File: src/rtl/doss_pkg.sv
// ----------------------------------------------------------------------------
// doss_pkg: shared definitions for the daily on/off schedule switch
// Channel count, result limit, sequencer states and time helper functions.
// ----------------------------------------------------------------------------
package doss_pkg;

	localparam int CHANNELS = 8;
	localparam int MAX_RES  = 16;
	localparam int IDX_W    = (CHANNELS > 1) ? $clog2(CHANNELS) : 1;
	localparam int CNT_W    = $clog2(MAX_RES + 1);

	typedef logic [IDX_W-1:0] idx_t;
	typedef logic [CNT_W-1:0] cnt_t;
	typedef logic [10:0]      minute_t;
	typedef logic [8:0]       day_t;

	typedef enum logic [1:0] {
		ST_IDLE,
		ST_SET,
		ST_STEP,
		ST_FLUSH
	} doss_state_t;

	function automatic logic [4:0] mod24(input logic [7:0] x);
		logic [14:0] p;
		logic [3:0]  q;
		logic [7:0]  r;
		p = 15'(x) * 15'd85;
		q = p[14:11];
		r = x - 8'({4'b0, q} * 8'd24);
		if (r >= 8'd24) begin
			r = r - 8'd24;
		end
		return r[4:0];
	endfunction

	function automatic logic [5:0] mod60(input logic [7:0] x);
		logic [12:0] p;
		logic [2:0]  q;
		logic [7:0]  r;
		p = 13'(x) * 13'd17;
		q = p[12:10];
		r = x - 8'({5'b0, q} * 8'd60);
		if (r >= 8'd60) begin
			r = r - 8'd60;
		end
		return r[5:0];
	endfunction

	function automatic minute_t to_minutes(input logic [4:0] h, input logic [5:0] m);
		return minute_t'(11'(h) * 11'd60 + 11'(m));
	endfunction

	function automatic logic in_window(input minute_t now, input minute_t t_on,
			input minute_t t_off);
		logic r;
		if (t_on == t_off) begin
			r = 1'b0;
		end else if (t_on < t_off) begin
			r = (now >= t_on) && (now < t_off);
		end else begin
			r = (now >= t_on) || (now < t_off);
		end
		return r;
	endfunction

endpackage

File: src/rtl/doss_req_if.sv
// ----------------------------------------------------------------------------
// doss_req_if: request channel of the schedule switch
// Carries tick and set transactions with a valid/ready handshake.
// ----------------------------------------------------------------------------
interface doss_req_if;
	logic        valid;
	logic        ready;
	logic        req_type;
	logic [2:0]  channel;
	logic        enable;
	logic [7:0]  on_hour;
	logic [7:0]  on_minute;
	logic [7:0]  off_hour;
	logic [7:0]  off_minute;
	logic [10:0] now_minute;
	logic [8:0]  day_of_year;
	logic        time_valid;

	modport source (
		output valid, req_type, channel, enable, on_hour, on_minute, off_hour,
			off_minute, now_minute, day_of_year, time_valid,
		input  ready
	);
	modport sink (
		input  valid, req_type, channel, enable, on_hour, on_minute, off_hour,
			off_minute, now_minute, day_of_year, time_valid,
		output ready
	);
endinterface

File: src/rtl/doss_res_if.sv
// ----------------------------------------------------------------------------
// doss_res_if: result channel of the schedule switch
// Carries switch command transactions with a valid/ready handshake.
// ----------------------------------------------------------------------------
interface doss_res_if;
	logic       valid;
	logic       ready;
	logic [2:0] out_channel;
	logic       switch_on;
	logic       last_of_run;

	modport source (
		output valid, out_channel, switch_on, last_of_run,
		input  ready
	);
	modport sink (
		input  valid, out_channel, switch_on, last_of_run,
		output ready
	);
endinterface

File: src/rtl/daily_on_off_schedule_switch.sv
// Sequencing: a tick with valid time walks all channels, then flushes: a disabled channel
// is skipped, an unsynced one is aligned to the current time, a synced one is checked at
// its on and then its off time. A tick without valid time changes nothing. A set writes its
// channel and, if enabled with valid time, emits its state. Output back-pressure stalls runs.
// Throughput: one request at a time; the sequencer walks the schedule table.
// Reset: all schedules disabled, never fired and not yet synced.
// ----------------------------------------------------------------------------
// daily_on_off_schedule_switch: daily on/off time switch
// Keeps per-channel on/off minutes and emits switch commands on ticks and sets.
// ----------------------------------------------------------------------------
module daily_on_off_schedule_switch
	import doss_pkg::*;
(
	input  logic        clk,
	input  logic        arst_n,
	doss_req_if.sink    req,
	doss_res_if.source  res
);

	doss_state_t state_q, state_d;

	logic    en_q       [CHANNELS];
	minute_t on_t_q     [CHANNELS];
	minute_t off_t_q    [CHANNELS];
	day_t    on_day_q   [CHANNELS];
	day_t    off_day_q  [CHANNELS];
	logic    on_fired_q [CHANNELS];
	logic    off_fired_q[CHANNELS];
	logic    synced_q   [CHANNELS];

	logic       set_mode_q;
	logic       en_hold_q;
	logic       valid_hold_q;
	logic [7:0] on_h_q, on_m_q, off_h_q, off_m_q;
	minute_t    now_q;
	day_t       day_q;
	idx_t       idx_q;
	logic       phase_q;
	cnt_t       n_q;

	logic       pend_valid_q;
	logic [2:0] pend_ch_q;
	logic       pend_on_q;
	logic       out_valid_q;
	logic [2:0] out_ch_q;
	logic       out_on_q;
	logic       out_last_q;

	logic    accept;
	logic    ch_ok;
	logic    win, on_hit, off_hit;
	minute_t sel_on, sel_off;
	logic    emit_req, emit_on, wr_on, wr_off, wr_sync, adv_ch, to_phase1, last_step;
	logic    push, push_ok, step_go, flush_go, out_free;

	assign req.ready = (state_q == ST_IDLE);
	assign accept    = req.valid && req.ready;
	assign ch_ok     = (32'(req.channel) < CHANNELS);

	assign sel_on  = on_t_q[idx_q];
	assign sel_off = off_t_q[idx_q];
	assign win     = in_window(now_q, sel_on, sel_off);
	assign on_hit  = (now_q == sel_on) && !(on_fired_q[idx_q] && (on_day_q[idx_q] == day_q));
	assign off_hit = (now_q == sel_off) && !(off_fired_q[idx_q] && (off_day_q[idx_q] == day_q));

	assign out_free = !out_valid_q || res.ready;
	assign push     = emit_req && (n_q < cnt_t'(MAX_RES));
	assign push_ok  = !pend_valid_q || out_free;
	assign step_go  = (state_q == ST_STEP) && !(push && !push_ok);
	assign flush_go = !pend_valid_q || out_free;

	always_comb begin
		emit_req  = 1'b0;
		emit_on   = 1'b0;
		wr_on     = 1'b0;
		wr_off    = 1'b0;
		wr_sync   = 1'b0;
		adv_ch    = 1'b0;
		to_phase1 = 1'b0;
		last_step = 1'b0;
		if (state_q == ST_STEP) begin
			if (set_mode_q) begin
				emit_req  = 1'b1;
				emit_on   = win;
				wr_on     = win;
				wr_off    = !win;
				last_step = 1'b1;
			end else if (!phase_q) begin
				if (!en_q[idx_q]) begin
					adv_ch = 1'b1;
				end else if (!synced_q[idx_q]) begin
					emit_req = 1'b1;
					emit_on  = win;
					wr_on    = win;
					wr_off   = !win;
					wr_sync  = 1'b1;
					adv_ch   = 1'b1;
				end else begin
					emit_req  = on_hit;
					emit_on   = 1'b1;
					wr_on     = on_hit;
					to_phase1 = 1'b1;
				end
			end else begin
				emit_req = off_hit;
				emit_on  = 1'b0;
				wr_off   = off_hit;
				adv_ch   = 1'b1;
			end
		end
	end

	always_comb begin
		state_d = state_q;
		unique case (state_q)
			ST_IDLE: begin
				if (accept) begin
					if (req.req_type) begin
						state_d = ch_ok ? ST_SET : ST_IDLE;
					end else begin
						state_d = req.time_valid ? ST_STEP : ST_IDLE;
					end
				end
			end
			ST_SET: begin
				state_d = (en_hold_q && valid_hold_q) ? ST_STEP : ST_IDLE;
			end
			ST_STEP: begin
				if (step_go && (last_step ||
						(adv_ch && (idx_q == idx_t'(CHANNELS - 1))))) begin
					state_d = ST_FLUSH;
				end
			end
			ST_FLUSH: begin
				if (flush_go) begin
					state_d = ST_IDLE;
				end
			end
			default: state_d = ST_IDLE;
		endcase
	end

	always_ff @(posedge clk or negedge arst_n) begin
		if (!arst_n) begin
			state_q <= ST_IDLE;
		end else begin
			state_q <= state_d;
		end
	end

	always_ff @(posedge clk) begin
		if (accept) begin
			set_mode_q   <= req.req_type;
			en_hold_q    <= req.enable;
			valid_hold_q <= req.time_valid;
			on_h_q       <= req.on_hour;
			on_m_q       <= req.on_minute;
			off_h_q      <= req.off_hour;
			off_m_q      <= req.off_minute;
			now_q        <= req.now_minute;
			day_q        <= req.day_of_year;
		end
	end

	always_ff @(posedge clk or negedge arst_n) begin
		if (!arst_n) begin
			idx_q   <= '0;
			phase_q <= 1'b0;
			n_q     <= '0;
		end else if (accept) begin
			idx_q   <= req.req_type ? idx_t'(req.channel) : '0;
			phase_q <= 1'b0;
			n_q     <= '0;
		end else if (step_go) begin
			if (push) begin
				n_q <= n_q + cnt_t'(1);
			end
			if (adv_ch) begin
				idx_q   <= idx_q + idx_t'(1);
				phase_q <= 1'b0;
			end else if (to_phase1) begin
				phase_q <= 1'b1;
			end
		end
	end

	always_ff @(posedge clk or negedge arst_n) begin
		if (!arst_n) begin
			for (int i = 0; i < CHANNELS; i++) begin
				en_q[i]        <= 1'b0;
				on_t_q[i]      <= '0;
				off_t_q[i]     <= '0;
				on_fired_q[i]  <= 1'b0;
				off_fired_q[i] <= 1'b0;
				synced_q[i]    <= 1'b0;
			end
		end else if (state_q == ST_SET) begin
			en_q[idx_q]        <= en_hold_q;
			on_t_q[idx_q]      <= to_minutes(mod24(on_h_q), mod60(on_m_q));
			off_t_q[idx_q]     <= to_minutes(mod24(off_h_q), mod60(off_m_q));
			on_fired_q[idx_q]  <= 1'b0;
			off_fired_q[idx_q] <= 1'b0;
		end else if (step_go) begin
			if (wr_on) begin
				on_fired_q[idx_q] <= 1'b1;
			end
			if (wr_off) begin
				off_fired_q[idx_q] <= 1'b1;
			end
			if (wr_sync) begin
				synced_q[idx_q] <= 1'b1;
			end
		end
	end

	always_ff @(posedge clk) begin
		if (step_go) begin
			if (wr_on) begin
				on_day_q[idx_q] <= day_q;
			end
			if (wr_off) begin
				off_day_q[idx_q] <= day_q;
			end
		end
	end

	always_ff @(posedge clk or negedge arst_n) begin
		if (!arst_n) begin
			pend_valid_q <= 1'b0;
			out_valid_q  <= 1'b0;
		end else begin
			if (res.ready) begin
				out_valid_q <= 1'b0;
			end
			if (step_go && push) begin
				pend_valid_q <= 1'b1;
				if (pend_valid_q) begin
					out_valid_q <= 1'b1;
				end
			end else if ((state_q == ST_FLUSH) && pend_valid_q && out_free) begin
				pend_valid_q <= 1'b0;
				out_valid_q  <= 1'b1;
			end
		end
	end

	always_ff @(posedge clk) begin
		if (step_go && push) begin
			pend_ch_q <= 3'(idx_q);
			pend_on_q <= emit_on;
			if (pend_valid_q) begin
				out_ch_q   <= pend_ch_q;
				out_on_q   <= pend_on_q;
				out_last_q <= 1'b0;
			end
		end else if ((state_q == ST_FLUSH) && pend_valid_q && out_free) begin
			out_ch_q   <= pend_ch_q;
			out_on_q   <= pend_on_q;
			out_last_q <= 1'b1;
		end
	end

	assign res.valid       = out_valid_q;
	assign res.out_channel = out_ch_q;
	assign res.switch_on   = out_on_q;
	assign res.last_of_run = out_last_q;

endmodule

File: src/flat_wrapper.sv
// flat-port wrapper written by rule: the top's interface ports become plain ports
module daily_on_off_schedule_switch_flat import doss_pkg::*;
  (clk, arst_n, req_valid, req_req_type, req_channel, req_enable, req_on_hour, req_on_minute, req_off_hour, req_off_minute, req_now_minute, req_day_of_year, req_time_valid, req_ready, res_valid, res_out_channel, res_switch_on, res_last_of_run, res_ready);
  doss_req_if req_i ();
  doss_res_if res_i ();
  input  logic clk;
  input  logic arst_n;
  input wire logic [$bits(req_i.valid)-1:0] req_valid;
  input wire logic [$bits(req_i.req_type)-1:0] req_req_type;
  input wire logic [$bits(req_i.channel)-1:0] req_channel;
  input wire logic [$bits(req_i.enable)-1:0] req_enable;
  input wire logic [$bits(req_i.on_hour)-1:0] req_on_hour;
  input wire logic [$bits(req_i.on_minute)-1:0] req_on_minute;
  input wire logic [$bits(req_i.off_hour)-1:0] req_off_hour;
  input wire logic [$bits(req_i.off_minute)-1:0] req_off_minute;
  input wire logic [$bits(req_i.now_minute)-1:0] req_now_minute;
  input wire logic [$bits(req_i.day_of_year)-1:0] req_day_of_year;
  input wire logic [$bits(req_i.time_valid)-1:0] req_time_valid;
  output wire logic [$bits(req_i.ready)-1:0] req_ready;
  output wire logic [$bits(res_i.valid)-1:0] res_valid;
  output wire logic [$bits(res_i.out_channel)-1:0] res_out_channel;
  output wire logic [$bits(res_i.switch_on)-1:0] res_switch_on;
  output wire logic [$bits(res_i.last_of_run)-1:0] res_last_of_run;
  input wire logic [$bits(res_i.ready)-1:0] res_ready;
  assign req_i.valid = req_valid;
  assign req_i.req_type = req_req_type;
  assign req_i.channel = req_channel;
  assign req_i.enable = req_enable;
  assign req_i.on_hour = req_on_hour;
  assign req_i.on_minute = req_on_minute;
  assign req_i.off_hour = req_off_hour;
  assign req_i.off_minute = req_off_minute;
  assign req_i.now_minute = req_now_minute;
  assign req_i.day_of_year = req_day_of_year;
  assign req_i.time_valid = req_time_valid;
  assign req_ready = req_i.ready;
  assign res_valid = res_i.valid;
  assign res_out_channel = res_i.out_channel;
  assign res_switch_on = res_i.switch_on;
  assign res_last_of_run = res_i.last_of_run;
  assign res_i.ready = res_ready;
  daily_on_off_schedule_switch u_core (.clk(clk), .arst_n(arst_n), .req(req_i), .res(res_i));
endmodule
File: config.mk
export PLATFORM = sky130hd
export DESIGN_NAME = daily_on_off_schedule_switch_flat
export DESIGN_NICKNAME = d
export VERILOG_FILES = /design/src/rtl/doss_pkg.sv /design/src/rtl/doss_req_if.sv /design/src/rtl/doss_res_if.sv /design/src/rtl/daily_on_off_schedule_switch.sv /design/src/flat_wrapper.sv
export SDC_FILE = /design/constraint.sdc
export NUM_CORES = 1
export LEC_CHECK = 0
export BUFFER_PORTS_ARGS = -buffer_cell sky130_fd_sc_hd__buf_2
export CORE_UTILIZATION = 60
export DETAILED_ROUTE_END_ITERATION = 12
export PLACE_DENSITY = 0.77
export SETUP_SLACK_MARGIN = 0.2
export SKIP_LAST_GASP = 1
export SYNTH_ARGS = -nofsm -noshare
export SYNTH_HDL_FRONTEND = slang
export SYNTH_SLANG_ARGS = --single-unit
File: constraint.sdc
create_clock -name clk -period 9.92 [get_ports clk]
set_input_delay 1.984 -clock clk [delete_from_list [all_inputs] [get_ports clk]]
set_output_delay 1.984 -clock clk [all_outputs]
set_load 0.01 [all_outputs]
==> impl_metrics.csv, run 1 <==
group,metric,value,unit
run_status,status,"finished, final reports clean",
synth,yosys_warnings,0,
worst_setup_path,crit_path_max_incr_delay,0.56,ns
detailed_routing,ant_nets,0,
clocking,clock_latency,0.58,ns
worst_setup_path,end_kind,"flop",
floorplanning,start_util,60.9,%
global_routing,gr-total-overflow,0,
clocking,cts_tree,"yes",
sta,slew-limit-headroom,25.1,%
clocking,clock_path_buffers,3,
global_routing,grtUsageTotal,28.0,%
detailed_routing,wl_per_cell,20.6,um
synth,netlist_instances,1928,
sta,period_needed,8.75,ns
placement,place_ws,1.24,ns
detailed_routing,vias,15384,
synth,yosysSeqAreaShare,51.5,%
detailed_routing,drt-met1-wl,22100,um
synth,synth_nets,2212,
worst_setup_path,cp.arrival,9.18,ns
layout,area_growth_syn_to_layout,10.1,%
synth,synth_flop_cell,"dfrtp_1",
detailed_routing,dr.pass1.iters,5,
floorplanning,die_w,197,um
worst_setup_path,cp_slowest_cell,"fa_1",
floorplanning,rows,71,
global_routing,grt_max_degree,78,
sta,worst_slew_pin_slew,1.12,ns
sta,fmax,114,MHz
detailed_routing,drt_iter0_markers,1100,
clocking,clk_pin_slew_worst_paths,0.06,ns
synth,async_reset_ff_share,51.5,%
detailed_routing,wl_met3,3590,um
placement,hpwl,34500,um
flow_run,cap_violations,0,
synth,ys_seq_elements,429,
layout,drive_above_1_share,13.1,%
placement,gp_congestion,0.919,
sta,finalSetupViolations,0,
detailed_routing,highest_layer,"met4",
floorplanning,ios,69,
detailed_routing,drc_errors,0,
global_routing,antenna_found_initial,0,
sta,hold_violations,0,
layout,fin_cells,2535,
worst_setup_path,path_common_cell,"xnor2_1",
sta,rsz0062_at_grt,"no",
layout,multi_input_area,10200,um^2
floorplanning,die_y,197,um
synth,yosysUniqueCellTypes,74,
clocking,cts.sinks,429,
sta,fin_worst_skew,0.0203,ns
placement,dp_cells,2455,
synth,avgSynthCellArea,11.9,um^2
clocking,cts_root_buf,"clkbuf_16",
floorplanning,die-area,38900,um^2
worst_setup_path,critPathTopFamily,"adder cells",
sta,fin_hold_ws,0.421,ns
layout,num_antenna_cells,0,
synth,synth_top_area_share,27.3,%
synth,syn_area,22900,um^2
clocking,postCtsResizedCells,0,
sta,report.final.slew_viol_count,0,
global_routing,grt_pass1_wl,84400,um
sta,fin_setup_tns,0,ns
clocking,cts_max_level,2,
worst_setup_path,cp.required,10.35,ns
worst_setup_path,path_max_fanout,8,
clocking,cts_setup_buffers,0,
detailed_routing,routed-wl-met2,25300,um
synth,synth_edf_count,208,
hold_path,min_path_type,"reg2reg",
clocking,ctsHoldBuffers,0,
synth,synth_area_leaders,"edfxtp_1 (27%), dfrtp_1 (24%), ha_1 (10%)",
synth,synth_largest_area_cell,"edfxtp_1",
detailed_routing,routed_wl,52300,um
sta,fin_ws,1.17,ns
layout,mostFrequentLayoutCells,"dfrtp_1 (219), edfxtp_1 (208), ha_1 (184), o21ai_0 (178), nand2_1 (176)",
global_routing,grt_pass1_vias,15840,
layout,regArea,11800,um^2
detailed_routing,vias_per_cell,6.07,
worst_setup_path,worst_setup_path_start_kind,"flop",
floorplanning,core,37600,um^2
layout,final_common_cell,"dfrtp_1",
layout,nNetsFinal,2274,
sta,fin_crit_sh,88.2,%
worst_setup_path,crit_type,"reg2reg",
layout,num-fill-cells,2732,
clocking,cts_buffers,44,
placement,io_buffers,68,
worst_setup_path,path_buf_inv,5,
final cells by class:
class / count / share of cell area (%)
clock buffer: 67 / 5.42
clock inverter: 13 / 0.388
inverter: 140 / 2.09
multi-input combinational: 1282 / 40.7
sequential: 429 / 46.8
tap: 511 / 2.54
timing repair buffer: 93 / 2.13
final timing paths:
kind,start,end,slack (ns),cells after the start
max in group asynchronous,arst_n,u_core.off_t_q[20],7.10,2
min in group asynchronous,arst_n,u_core.idx_q[0],1.40,1
worst max-delay path,u_core.on_h_q[1],u_core.on_t_q[10],1.17,36
worst min-delay path,u_core.pend_on_q,u_core.res.switch_on,0.42,0
worst max register to register,u_core.on_h_q[1],u_core.on_t_q[10],1.17,36
worst min register to register,u_core.pend_on_q,u_core.res.switch_on,0.42,0
cell families (layout without fill, tap and decap cells):
kind of cell	count (synthesis)	in the layout	share of synthesized area (%)
AO/OA/AOI/OAI	464	464	13.4
multiplexers	131	131	6.75
AND/OR/NAND/NOR	378	378	7.80
XOR/XNOR	87	87	3.33
adder cells (fa/ha/maj)	222	222	13.4
flip-flops	429	429	51.5
buffers and inverters	217	313	3.85
state kept, by name (all words and copies together), names as in the netlist, 2 cells and up, named ones only:
name and count:
u_core.day_q 9, u_core.en_q 8, u_core.idx_q 3, u_core.n_q 5, u_core.now_q 11, u_core.off_day_q 72
u_core.off_h_q 8, u_core.off_m_q 8, u_core.off_t_q 88, u_core.on_day_q 72, u_core.on_h_q 8, u_core.on_m_q 8
u_core.on_t_q 88, u_core.pend_ch_q 3, u_core.res.out_channel 3, u_core.state_q 2, u_core.synced_q 8
cell usage after synthesis (all sizes together), types with 4 or more instances:
cell and number:
dfrtp 221, clkbuf 51, mux4 11, o21ai 184
o21bai 13, fa 38, a31oi 4, and2 8
buf 26, edfxtp 208, nor2b 27, o211ai 5
xor2 34, mux2i 48, a21oi 46, xnor2 53
o31ai 6, inv 140, nand2b 21, a211oi 5
nand4 12, a22oi 75, o21a 19, nor2 61
and4 8, nand2 176, a221o 4, nor3 16
a311oi 4, and3 16, o22ai 8, or3 4
mux2 72, nand3 15, a21boi 4, a21o 28
ha 184, a211o 5, a22o 13, a221oi 19
layer usage:
layer | up-vias | track usage [%]
li1 | 7095 | -
met1 | 7657 | 37.7
met2 | 529 | 46.5
met3 | 103 | 4.56
met4 | 0 | 9.13
met5 | - | 0
worst reg2reg max path, delay by kind of cell, from the launching register on:
family	cells	cell delay, ns
and+or+nand+nor	4	0.50
adders and majority gates	9	3.67
buffers and inverters	5	0.26
xor gates and xnor gates	6	1.38
AOI/OAI and AO/OA	12	2.32
DFF	1	0.46
per-stage QoR:
stage          area [um^2]  util (%)
4_1_cts              25200      67.0
3_5_place_dp         23700      63.1
2_1_floorplan        22900         -
6_report             25200      67.0
3_3_place_gp         23700      63.1
5_1_grt              25200      67.0
Power of run 1 is left out: the tool's default activity adds up to more than one toggle a clock period on the data nets, which glitch-free logic cannot reach.
==> inputs of run 2 (changes only) <==
CORE_MARGIN = 1   (was unset)
RECOVER_POWER = 50   (was unset)
clock period = 9.2 ns   (was 9.92 ns; I/O delays follow)
==> run 2 against run 1 <==
- the run now ends with max-capacitance violations, max-slew violations left
- die area did not move
- critical path type unchanged
- cell count increased by 0.43%
- via count up 1.1%
- utilization rose by 0.45 points
- global-route usage is 0.11 points higher
- sequential share of layout area is 0.31 points lower
- first-iteration DRC count increased by 5.5%
- flip-flop and latch count is the same
- highest routed layer unchanged
- non-clock buffer count up 10
- register-to-register slack got worse by 0.61 ns
==> impl_metrics.csv, run 2 (synthesized netlist as in run 1, its figures left out) <==
group,metric,value,unit
clocking,cts_root_buf,"clkbuf_16",
layout,fin_cells,2546,
layout,nNetsFinal,2284,
layout,mostFrequentLayoutCells,"dfrtp_1 (220), edfxtp_1 (208), ha_1 (184), nand2_1 (176), o21ai_0 (176)",
worst_setup_path,worst_setup_path_start_kind,"flop",
clocking,cts_max_level,2,
detailed_routing,vias_per_cell,6.11,
sta,hold_violations,0,
flow_run,cap_violations,6,
detailed_routing,dr.pass1.iters,6,
detailed_routing,routed_wl,53100,um
worst_setup_path,cp.required,9.56,ns
sta,worst_slew_pin_slew,3.82,ns
sta,fin_worst_skew,0.0239,ns
clocking,clock_path_buffers,3,
sta,period_needed,8.65,ns
clocking,clock_latency,0.59,ns
layout,regArea,11800,um^2
sta,fmax,116,MHz
sta,fin_setup_tns,0,ns
worst_setup_path,cp.arrival,9.00,ns
global_routing,gr-total-overflow,0,
layout,multi_input_area,10400,um^2
detailed_routing,drt_iter0_markers,1161,
layout,final_common_cell,"dfrtp_1",
layout,num-fill-cells,2706,
detailed_routing,wl_per_cell,20.9,um
floorplanning,die_y,197,um
worst_setup_path,end_kind,"flop",
sta,rsz0062_at_grt,"no",
clocking,clk_pin_slew_worst_paths,0.06,ns
floorplanning,core,37600,um^2
run_status,status,"finished, violations left",
floorplanning,start_util,60.9,%
global_routing,grt_pass1_wl,84700,um
placement,hpwl,35100,um
floorplanning,die-area,38900,um^2
sta,report.final.slew_viol_count,349,
detailed_routing,drc_errors,0,
detailed_routing,vias,15551,
global_routing,grt_pass1_vias,16159,
worst_setup_path,path_max_fanout,8,
layout,area_growth_syn_to_layout,10.8,%
layout,num_antenna_cells,0,
placement,io_buffers,68,
floorplanning,die_w,197,um
placement,dp_cells,2458,
run_status,violations,"max-capacitance violations, max-slew violations",
global_routing,grtUsageTotal,28.1,%
sta,fin_crit_sh,94.0,%
floorplanning,rows,71,
clocking,cts_buffers,44,
sta,finalSetupViolations,0,
clocking,cts.sinks,429,
global_routing,grt_max_degree,78,
layout,largestRegisters,"u_core.off_t_q (88), u_core.on_t_q (88)",
floorplanning,ios,69,
detailed_routing,ant_nets,0,
sta,slew-limit-headroom,-154,%
hold_path,min_path_type,"reg2reg",
worst_setup_path,cp_slowest_cell,"fa_1",
worst_setup_path,crit_type,"reg2reg",
global_routing,antenna_found_initial,0,
placement,gp_congestion,0.929,
worst_setup_path,crit_path_max_incr_delay,0.55,ns
clocking,cts_tree,"yes",
layout,drive_above_1_share,13.6,%
run 2: stage by stage:
| step | utilization (%) | cell area, um^2 | setup WS [ns] | hold slack (ns) |
|---|---|---|---|---|
| 2_1_floorplan | - | 22900 | 1.25 | 0.400 |
| 3_3_place_gp | 63.2 | 23700 | 0.787 | 0.402 |
| 3_5_place_dp | 63.2 | 23700 | 0.405 | 0.407 |
| 4_1_cts | 67.1 | 25200 | 0.347 | 0.412 |
| 5_1_grt | 67.5 | 25300 | 0.109 | 0.427 |
| 6_report | 67.5 | 25300 | 0.553 | 0.414 |
run 2: timing repair:
action / 4_1_cts / 5_1_grt
hold buffers: 0 / 0
buffers inserted: 0 / 7
hold endpoints to repair: 0 / 0
gates resized for setup: 0 / 20
endpoints found under the setup margin: 0 / 56
run 2: final cells by class:
| type | count | area share, % |
|---|---|---|
| Tap cell | 511 | 2.52 |
| Sequential cell | 429 | 46.5 |
| Clock inverter | 22 | 1.00 |
| Inverter | 140 | 2.07 |
| Multi-Input combinational cell | 1282 | 40.8 |
| Clock buffer | 59 | 4.85 |
| Timing Repair Buffer | 103 | 2.24 |
run 2: final timing paths:
check                      slack (ns)           startpoint                         to  cells after the start
min reg2reg                      0.41  u_core.pend_ch_q[1]  u_core.res.out_channel[1]                      0
min in group asynchronous        2.57               arst_n            u_core.idx_q[0]                      1
max reg2reg                      0.55     u_core.on_h_q[1]          u_core.on_t_q[87]                     37
max in group asynchronous        3.16               arst_n            u_core.idx_q[1]                      2
min                              0.41  u_core.pend_ch_q[1]  u_core.res.out_channel[1]                      0
max                              0.55     u_core.on_h_q[1]          u_core.on_t_q[87]                     37
run 2: critical path: cells and delay by family (launching register included):
kind / cells / cell delay, ns
flip-flops: 1 / 0.45
buffers and inverters: 6 / 0.44
AO/OA/AOI/OAI: 11 / 1.90
adder cells (fa/ha/maj): 10 / 3.86
AND/OR/NAND/NOR: 5 / 0.73
XOR/XNOR: 5 / 1.05
run 2: metal layers:
layer / vias to the layer above / wire [um] / track usage [%]
li1: 7121 / - / -
met1: 7786 / 22300 / 36.7
met2: 524 / 25900 / 47.1
met3: 120 / 3340 / 4.97
met4: 0 / 1590 / 10.4
met5: - / 0 / 0
Power of run 2 is left out for the same reason.
